**config.mk**
```make
export PLATFORM = sky130hd
export DESIGN_NAME = rgb_window_state_classifier
export DESIGN_NICKNAME = d
export VERILOG_FILES = /design/src/rtl/rwsc_pkg.sv /design/src/rtl/rwsc_queue.sv /design/src/rtl/rwsc_front.sv /design/src/rtl/rwsc_back.sv /design/src/rtl/rgb_window_state_classifier.sv
export SDC_FILE = /design/constraint.sdc
export NUM_CORES = 2
export LEC_CHECK = 0
export ABC_AREA = 0
export BUFFER_PORTS_ARGS = -buffer_cell sky130_fd_sc_hd__buf_2
export CORE_MARGIN = 3
export CORE_UTILIZATION = 50
export CTS_CLUSTER_SIZE = 30
export DETAILED_ROUTE_END_ITERATION = 16
export GPL_ROUTABILITY_DRIVEN = 0
export PLACE_DENSITY = 0.76
export SYNTH_ARGS = -nofsm -noshare
export SYNTH_HDL_FRONTEND = slang
export SYNTH_SLANG_ARGS = --single-unit
```
**constraint.sdc**
```tcl
create_clock -name clk -period 8.1 [get_ports clk]
set_input_delay 0.81 -clock clk [delete_from_list [all_inputs] [get_ports clk]]
set_output_delay 0.81 -clock clk [all_outputs]
set_load 0.01 [all_outputs]
```
**src/rtl/rwsc_pkg.sv**
```systemverilog
package rwsc_pkg;

  localparam int CHANNEL_BITS_DEF = 16;
  localparam int REG_BITS = 48;
  localparam int CODE_BITS = 16;
  localparam int INTERVAL_BITS = 32;
  localparam int INTERVAL_RESET = 500;
  localparam logic [3:0] CODE_OFF = 4'd10;

  typedef enum logic [2:0] {
    CLS_IDLE    = 3'd0,
    CLS_RUNNING = 3'd1,
    CLS_WARNING = 3'd2,
    CLS_ALARM   = 3'd3,
    CLS_UNKNOWN = 3'd4
  } class_t;

  typedef enum logic [2:0] {
    REG_RUNNING_TARGET = 3'd0,
    REG_IDLE_TARGET    = 3'd1,
    REG_WARNING_TARGET = 3'd2,
    REG_ALARM_TARGET   = 3'd3,
    REG_TOLERANCES     = 3'd4,
    REG_COLOUR_CODES   = 3'd5,
    REG_BLINK_INTERVAL = 3'd6
  } cfg_idx_t;

  typedef struct packed {
    logic [15:0] sample_red;
    logic [15:0] sample_green;
    logic [15:0] sample_blue;
    logic [31:0] now_ms;
  } sample_t;

  typedef struct packed {
    logic [2:0] class_now;
    logic       class_changed;
    logic       detect_line;
    logic [3:0] colour_code;
    logic       indicator_red;
  } result_t;

  typedef struct packed {
    class_t      cls;
    logic [31:0] now_ms;
  } mid_t;

  typedef struct packed {
    logic [3:0][REG_BITS-1:0] targets;
    logic [REG_BITS-1:0]      tolerances;
  } front_cfg_t;

  typedef struct packed {
    logic [CODE_BITS-1:0]     colour_codes;
    logic [INTERVAL_BITS-1:0] blink_interval;
  } back_cfg_t;

endpackage

```
**src/rtl/rwsc_queue.sv**
```systemverilog
module rwsc_queue #(
  parameter int WIDTH = 8
) (
  input  logic             clk,
  input  logic             rst,
  input  logic             push,
  input  logic [WIDTH-1:0] wdata,
  output logic             full,
  input  logic             pop,
  output logic [WIDTH-1:0] rdata,
  output logic             empty
);

  logic [1:0][WIDTH-1:0] store;
  logic                  wr_ptr;
  logic                  rd_ptr;
  logic [1:0]            count;
  logic                  do_push;
  logic                  do_pop;

  assign full    = (count == 2'd2);
  assign empty   = (count == 2'd0);
  assign do_push = push && !full;
  assign do_pop  = pop && !empty;
  assign rdata   = store[rd_ptr];

  always_ff @(posedge clk) begin
    if (do_push) begin
      store[wr_ptr] <= wdata;
    end
  end

  always_ff @(posedge clk) begin
    if (rst) begin
      wr_ptr <= 1'b0;
      rd_ptr <= 1'b0;
      count  <= 2'd0;
    end else begin
      if (do_push) begin
        wr_ptr <= ~wr_ptr;
      end
      if (do_pop) begin
        rd_ptr <= ~rd_ptr;
      end
      if (do_push && !do_pop) begin
        count <= count + 2'd1;
      end else if (do_pop && !do_push) begin
        count <= count - 2'd1;
      end
    end
  end

endmodule

```
**src/rtl/rwsc_front.sv**
```systemverilog
module rwsc_front #(
  parameter int CHANNEL_BITS = rwsc_pkg::CHANNEL_BITS_DEF
) (
  input  rwsc_pkg::sample_t    sample,
  input  rwsc_pkg::front_cfg_t cfg,
  output rwsc_pkg::mid_t       entry
);

  localparam int FW = 3 * CHANNEL_BITS;

  logic [2:0][CHANNEL_BITS-1:0] smp;
  logic [2:0][CHANNEL_BITS-1:0] tol;
  logic [3:0]                   hit;
  logic [CHANNEL_BITS+15:0]     red_ext;
  logic [CHANNEL_BITS+15:0]     green_ext;
  logic [CHANNEL_BITS+15:0]     blue_ext;
  logic [FW+rwsc_pkg::REG_BITS-1:0] tol_ext;
  logic [3:0][FW+rwsc_pkg::REG_BITS-1:0] tgt_ext;

  assign red_ext   = {{CHANNEL_BITS{1'b0}}, sample.sample_red};
  assign green_ext = {{CHANNEL_BITS{1'b0}}, sample.sample_green};
  assign blue_ext  = {{CHANNEL_BITS{1'b0}}, sample.sample_blue};
  assign smp[0]    = red_ext[CHANNEL_BITS-1:0];
  assign smp[1]    = green_ext[CHANNEL_BITS-1:0];
  assign smp[2]    = blue_ext[CHANNEL_BITS-1:0];
  assign tol_ext   = {{FW{1'b0}}, cfg.tolerances};

  always_comb begin
    for (int c = 0; c < 3; c++) begin
      tol[c] = tol_ext[c*CHANNEL_BITS +: CHANNEL_BITS];
    end
  end

  always_comb begin
    logic [CHANNEL_BITS-1:0] t;
    logic [CHANNEL_BITS-1:0] d;
    for (int i = 0; i < 4; i++) begin
      tgt_ext[i] = {{FW{1'b0}}, cfg.targets[i]};
      hit[i] = 1'b1;
      for (int c = 0; c < 3; c++) begin
        t = tgt_ext[i][c*CHANNEL_BITS +: CHANNEL_BITS];
        d = (smp[c] > t) ? (smp[c] - t) : (t - smp[c]);
        if (d > tol[c]) begin
          hit[i] = 1'b0;
        end
      end
    end
  end

  always_comb begin
    entry.now_ms = sample.now_ms;
    if (hit[0]) begin
      entry.cls = rwsc_pkg::CLS_RUNNING;
    end else if (hit[1]) begin
      entry.cls = rwsc_pkg::CLS_IDLE;
    end else if (hit[2]) begin
      entry.cls = rwsc_pkg::CLS_WARNING;
    end else if (hit[3]) begin
      entry.cls = rwsc_pkg::CLS_ALARM;
    end else begin
      entry.cls = rwsc_pkg::CLS_UNKNOWN;
    end
  end

endmodule

```
**src/rtl/rwsc_back.sv**
```systemverilog
module rwsc_back (
  input  logic                clk,
  input  logic                rst,
  input  rwsc_pkg::back_cfg_t cfg,
  input  rwsc_pkg::mid_t      entry,
  input  logic                entry_empty,
  output logic                entry_pop,
  output rwsc_pkg::result_t   result,
  output logic                result_push,
  input  logic                result_full
);

  rwsc_pkg::class_t cur_class;
  rwsc_pkg::class_t cur_class_next;
  logic             blink_phase;
  logic             blink_phase_next;
  logic [31:0]      last_toggle;
  logic [31:0]      last_toggle_next;
  logic             pixel_red;
  logic             pixel_red_next;
  logic             changed;
  logic [31:0]      elapsed;
  logic [3:0]       code_raw;
  logic             step;

  assign step        = !entry_empty && !result_full;
  assign entry_pop   = step;
  assign result_push = step;
  assign elapsed     = entry.now_ms - last_toggle;

  always_comb begin
    changed          = (entry.cls != cur_class);
    cur_class_next   = entry.cls;
    blink_phase_next = blink_phase;
    last_toggle_next = last_toggle;
    pixel_red_next   = changed ? 1'b0 : pixel_red;
    if (entry.cls == rwsc_pkg::CLS_UNKNOWN && elapsed > cfg.blink_interval) begin
      last_toggle_next = entry.now_ms;
      blink_phase_next = ~blink_phase;
      pixel_red_next   = ~blink_phase;
    end
  end

  always_comb begin
    unique case (entry.cls)
      rwsc_pkg::CLS_RUNNING: code_raw = cfg.colour_codes[3:0];
      rwsc_pkg::CLS_IDLE:    code_raw = cfg.colour_codes[7:4];
      rwsc_pkg::CLS_WARNING: code_raw = cfg.colour_codes[11:8];
      rwsc_pkg::CLS_ALARM:   code_raw = cfg.colour_codes[15:12];
      default:               code_raw = rwsc_pkg::CODE_OFF;
    endcase
  end

  always_comb begin
    result.class_now     = entry.cls;
    result.class_changed = changed;
    result.detect_line   = (entry.cls == rwsc_pkg::CLS_RUNNING);
    result.colour_code   = (code_raw > rwsc_pkg::CODE_OFF) ? rwsc_pkg::CODE_OFF : code_raw;
    result.indicator_red = pixel_red_next;
  end

  always_ff @(posedge clk) begin
    if (rst) begin
      cur_class   <= rwsc_pkg::CLS_UNKNOWN;
      blink_phase <= 1'b0;
      last_toggle <= 32'd0;
      pixel_red   <= 1'b0;
    end else if (step) begin
      cur_class   <= cur_class_next;
      blink_phase <= blink_phase_next;
      last_toggle <= last_toggle_next;
      pixel_red   <= pixel_red_next;
    end
  end

endmodule

```
**src/rtl/rgb_window_state_classifier.sv**
```systemverilog
// Channel    Handshake           Payload
// sample     push / full         rwsc_pkg::sample_t (RGB reading, now_ms)
// result     pop / empty         rwsc_pkg::result_t (class, flags, colour code)
// config     cfg_write           cfg_index (3 bits), cfg_data (48 bits)
//
// One item per cycle sustained while the result side keeps popping; a result
// is held in the mid queue, then in the result queue, before it can be popped.
// The front classifies in the accept cycle; the back updates state one item a
// cycle, unless the two-entry result queue is full, from a two-entry queue.
// Reset sets the class to unknown, clears blink state, interval to 500 ms.
// A stalled result side fills both queues, then full rises.
module rgb_window_state_classifier #(
  parameter int CHANNEL_BITS = rwsc_pkg::CHANNEL_BITS_DEF
) (
  input  logic                clk,
  input  logic                rst,
  input  logic                push,
  output logic                full,
  input  rwsc_pkg::sample_t   sample,
  input  logic                pop,
  output logic                empty,
  output rwsc_pkg::result_t   result,
  input  logic                cfg_write,
  input  logic [2:0]          cfg_index,
  input  logic [rwsc_pkg::REG_BITS-1:0] cfg_data
);

  rwsc_pkg::front_cfg_t front_cfg;
  rwsc_pkg::back_cfg_t  back_cfg;
  rwsc_pkg::mid_t       front_entry;
  rwsc_pkg::mid_t       mid_entry;
  logic                 mid_empty;
  logic                 mid_pop;
  rwsc_pkg::result_t    back_result;
  logic                 back_push;
  logic                 out_full;

  always_ff @(posedge clk) begin
    if (rst) begin
      front_cfg               <= '0;
      back_cfg.colour_codes   <= '0;
      back_cfg.blink_interval <= rwsc_pkg::INTERVAL_BITS'(rwsc_pkg::INTERVAL_RESET);
    end else if (cfg_write) begin
      unique case (rwsc_pkg::cfg_idx_t'(cfg_index))
        rwsc_pkg::REG_RUNNING_TARGET: front_cfg.targets[0] <= cfg_data;
        rwsc_pkg::REG_IDLE_TARGET:    front_cfg.targets[1] <= cfg_data;
        rwsc_pkg::REG_WARNING_TARGET: front_cfg.targets[2] <= cfg_data;
        rwsc_pkg::REG_ALARM_TARGET:   front_cfg.targets[3] <= cfg_data;
        rwsc_pkg::REG_TOLERANCES:     front_cfg.tolerances <= cfg_data;
        rwsc_pkg::REG_COLOUR_CODES:
          back_cfg.colour_codes <= cfg_data[rwsc_pkg::CODE_BITS-1:0];
        rwsc_pkg::REG_BLINK_INTERVAL:
          back_cfg.blink_interval <= cfg_data[rwsc_pkg::INTERVAL_BITS-1:0];
        default: ;
      endcase
    end
  end

  rwsc_front #(
    .CHANNEL_BITS(CHANNEL_BITS)
  ) u_front (
    .sample(sample),
    .cfg   (front_cfg),
    .entry (front_entry)
  );

  rwsc_queue #(
    .WIDTH($bits(rwsc_pkg::mid_t))
  ) u_mid_queue (
    .clk  (clk),
    .rst  (rst),
    .push (push),
    .wdata(front_entry),
    .full (full),
    .pop  (mid_pop),
    .rdata(mid_entry),
    .empty(mid_empty)
  );

  rwsc_back u_back (
    .clk        (clk),
    .rst        (rst),
    .cfg        (back_cfg),
    .entry      (mid_entry),
    .entry_empty(mid_empty),
    .entry_pop  (mid_pop),
    .result     (back_result),
    .result_push(back_push),
    .result_full(out_full)
  );

  rwsc_queue #(
    .WIDTH($bits(rwsc_pkg::result_t))
  ) u_out_queue (
    .clk  (clk),
    .rst  (rst),
    .push (back_push),
    .wdata(back_result),
    .full (out_full),
    .pop  (pop),
    .rdata(result),
    .empty(empty)
  );

endmodule

```
==> results.py <==
metrics = {
    "sta": {
        "period_share": 0.8566,
        "max_slew_margin": 0.2159,
        "setup_viol": 0,
        "fmax_mhz": 144.1,
        "skew_ns": 0.04439,
        "period_minus_slack_ns": 6.939,
        "setup-tns-final_ns": 0,
        "hold_viol_final": 0,
        "slew_viol_final": 0,
        "rsz0062_at_grt": "no",
        "tightest_slew_ns": 1.172,
        "finalWorstSetupSlack_ns": 1.161,
    },
    "critical_path": {
        "crit_arrival_ns": 7.48,
        "crit_required_ns": 8.64,
        "worst_r2r_path_depth": 24,
        "cp-start-kind": "flop",
        "crit_fanout": 66,
        "cp-end-kind": "flop",
        "worstSetupPathType": "reg -> reg",
        "r2r_start": "u_mid_queue.rd_ptr",
        "worstReg2RegEnd": "u_back.pixel_red",
        "rrSetupSlack_ns": 1.16,
    },
    "worst_hold_path": {
        "hp-class": "in -> reg",
        "holdCritStartpoint": "sample[23]",
        "hold_end": "u_mid_queue.store[58]",
        "hold_path_depth": 1,
    },
    "die": {
        "design.die.area_sq_um": 80380,
        "num_rows": 101,
        "die_height_um": 283.5,
        "dieWidth_um": 283.5,
        "core_area_sq_um": 76080,
        "start_util": 0.5062,
        "ios": 148,
    },
    "route": {
        "num_vias": 34830,
        "firstDrtPassIters": 6,
        "drtIter0Drc": 2814,
        "ant_nets": 0,
        "wl_mm": 116.0,
        "drc": 0,
        "vias_per_cell": 5.910,
        "post_drt_wl_per_cell_um": 19.68,
    },
    "power_and_ir_drop": {
        "total_power_mw": 8.932,
        "leakage_nw": 17.95,
        "peakVddDrop_v": 0.0002467,
        "power.density_nw_per_um2": 214.5,
    },
    "global_routing": {
        "antenna_found_initial": 10,
        "overflow": 0,
        "grt_pass1_wl_mm": 181.7,
        "grt_max_degree": 197,
        "gr-usage-all-layers": 0.2778,
        "grt_pass1_vias": 33160,
    },
    "yosys": {
        "syn_area_per_cell_sq_um": 7.994,
        "synth_cell_types": 81,
        "ys_warn_count": 0,
        "synthArstFlopShare": 0,
        "ys_seq_area_frac": 0.2433,
        "synthesis.nets": 5607,
        "netlist_instances": 4817,
        "synth_seq_cells": 423,
        "dominantRegCellSynth": "dfxtp_1",
        "synth_area_sq_um": 38510,
        "synth_edf_count": 90,
    },
    "clock_network": {
        "clk_path_buf_depth": 3,
        "clock-sinks": 423,
        "cts_max_level": 2,
        "cts_hold_buf": 0,
        "cts_setup_buffers": 0,
        "worstSkewPairLatency_ns": 0.64,
        "cts_root_buffer": "clkbuf_16",
        "cts_resized": 0,
        "clk_pin_slew_ns": 0.06,
        "cts_buffers": 49,
        "cts_tree": "done",
    },
    "placement": {
        "portBuffers": 147,
        "hpwl_mm": 89.59,
        "preCtsSetupSlack_ns": 1.195,
        "dpl_cell_area_sq_um": 39960,
        "place_inst": 5796,
    },
    "final_layout": {
        "ff_latch_area_sq_um": 9370,
        "nFillCells": 7117,
        "synthToLayoutAreaGrowth_pct": 8.127,
        "multiInputGateArea_sq_um": 26710,
        "drive_above_1_share": 0.07616,
        "fin_cells": 5893,
        "final_nets": 5607,
        "fin_area_sq_um": 41630,
    },
    "job": {
        "maxCapViolations": 0,
    },
    "status": {
        "status": "completed",
    },
}
==> kinds of logic (layout without fill, tap and decap cells) <==
group	after synthesis	in the layout	synth area share
AO/OA/AOI/OAI	1454	1454	0.2358
AND/OR/NAND/NOR	1263	1263	0.1474
buffers and inverters	658	699	0.06518
adder cells (fa/ha/maj)	654	654	0.2174
flip-flops	423	423	0.2433
XOR/XNOR	206	206	0.04686
multiplexers	159	159	0.04400
other	0	5	0
==> area by class of cell <==
cell class | count | share of cell area
tap | 1030 | 0.03095
inverter | 432 | 0.03895
clock buffer | 76 | 0.03558
sequential | 423 | 0.2251
clock inverter | 16 | 0.004327
multi-input combinational | 3736 | 0.6416
timing repair buffer | 175 | 0.02326
antenna | 5 | 0.0003005
==> power breakdown <==
group / total [mW] / switching [mW] / internal [mW] / leakage, nW
Sequential: 2.53 / 0.109 / 2.42 / 3.53
Clock: 2.29 / 0.986 / 1.31 / 0.812
Combinational: 4.11 / 2.35 / 1.76 / 13.6
==> sequential cells by signal (all words and copies together), names as in the netlist <==
signal / flops
u_back.pixel_red: 1
u_out_queue.store: 20
u_mid_queue.store: 70
u_mid_queue.rd_ptr: 1
u_out_queue.rd_ptr: 1
u_back.last_toggle: 32
u_out_queue.count: 2
u_back.blink_phase: 1
back_cfg: 48
u_back.cur_class: 3
u_mid_queue.wr_ptr: 1
u_out_queue.wr_ptr: 1
front_cfg: 240
u_mid_queue.count: 2
==> worst max-delay path by stage <==
stage	from	end	cells past startpoint
floorplan	u_mid_queue.rd_ptr	u_back.last_toggle[10]	26
global placement	sample[32]	u_mid_queue.store[34]	24
detailed placement	u_mid_queue.rd_ptr	u_back.pixel_red	24
CTS	u_mid_queue.rd_ptr	u_back.pixel_red	24
global route	u_mid_queue.rd_ptr	u_back.pixel_red	24
finish	u_mid_queue.rd_ptr	u_back.pixel_red	24
==> cells in the final DEF (no fill, tap or decap), types with 72 or more instances in the layout <==
cell type	instances
nand2_1	705
ha_1	629
a21oi_1	618
inv_1	431
dfxtp_1	332
a21o_1	313
nor2_1	163
o21ai_0	161
buf_2	146
xnor2_1	124
edfxtp_1	90
mux2i_1	86
xor2_1	82
nand4_1	76
mux2_2	72
==> Yosys cell counts, drive strengths merged, types with 35 or more instances <==
| master | instances | share of area |
|---|---|---|
| o21a | 39 | 0.0076 |
| xor2 | 82 | 0.019 |
| a21oi | 624 | 0.081 |
| nor2 | 168 | 0.016 |
| edfxtp | 90 | 0.070 |
| clkbuf | 192 | 0.019 |
| dfxtp | 333 | 0.17 |
| inv | 432 | 0.042 |
| a211oi | 71 | 0.014 |
| a21o | 313 | 0.061 |
| nand4 | 76 | 0.012 |
| a31oi | 35 | 0.0057 |
| o21bai | 44 | 0.0086 |
| nand3 | 53 | 0.0069 |
| mux2i | 86 | 0.022 |
| and3 | 37 | 0.0060 |
| o21ai | 173 | 0.022 |
| mux2 | 72 | 0.021 |
| xnor2 | 124 | 0.028 |
| ha | 629 | 0.20 |
| nand2 | 709 | 0.069 |
| nor3 | 35 | 0.0045 |
| nor2b | 71 | 0.012 |
==> through the flow <==
stage	hold slack [ns]	util
finish	0.3699	0.5473
global route	0.3444	0.5471
CTS	0.3435	0.5471
detailed placement	0.4458	0.5253
global placement	0.4390	0.5253
floorplan	0.4318	-
==> per-layer routing <==
layer	GRT usage	up-vias	part of all wire
met1	0.3558	16330	0.42
met5	0	-	0.00020
met3	0.04305	293	0.074
met2	0.4708	1345	0.46
li1	-	16850	-
met4	0.1066	4	0.042
==> worst max-delay path, cell delays in order, from the launching register on <==
cell and delay, ns:
dfxtp_2 0.65, buf_4 0.39, mux2_2 0.40, ha_1 0.37
a21o_1 0.19, a21o_1 0.17, a21oi_1 0.16, o22ai_1 0.10
a311o_1 0.37, a21bo_1 0.20, a221o_1 0.34, a211o_1 0.30
a21oi_1 0.19, xnor2_1 0.15, ha_1 0.25, nand4_1 0.10
nor2_1 0.06, nand3_1 0.10, nor3_1 0.07, nor4_1 0.31
nand2_1 0.09, o22ai_1 0.41, nand2_2 0.72, or2_2 0.58
a21oi_1 0.15
Note: power is estimated with default switching activity, not from simulation.
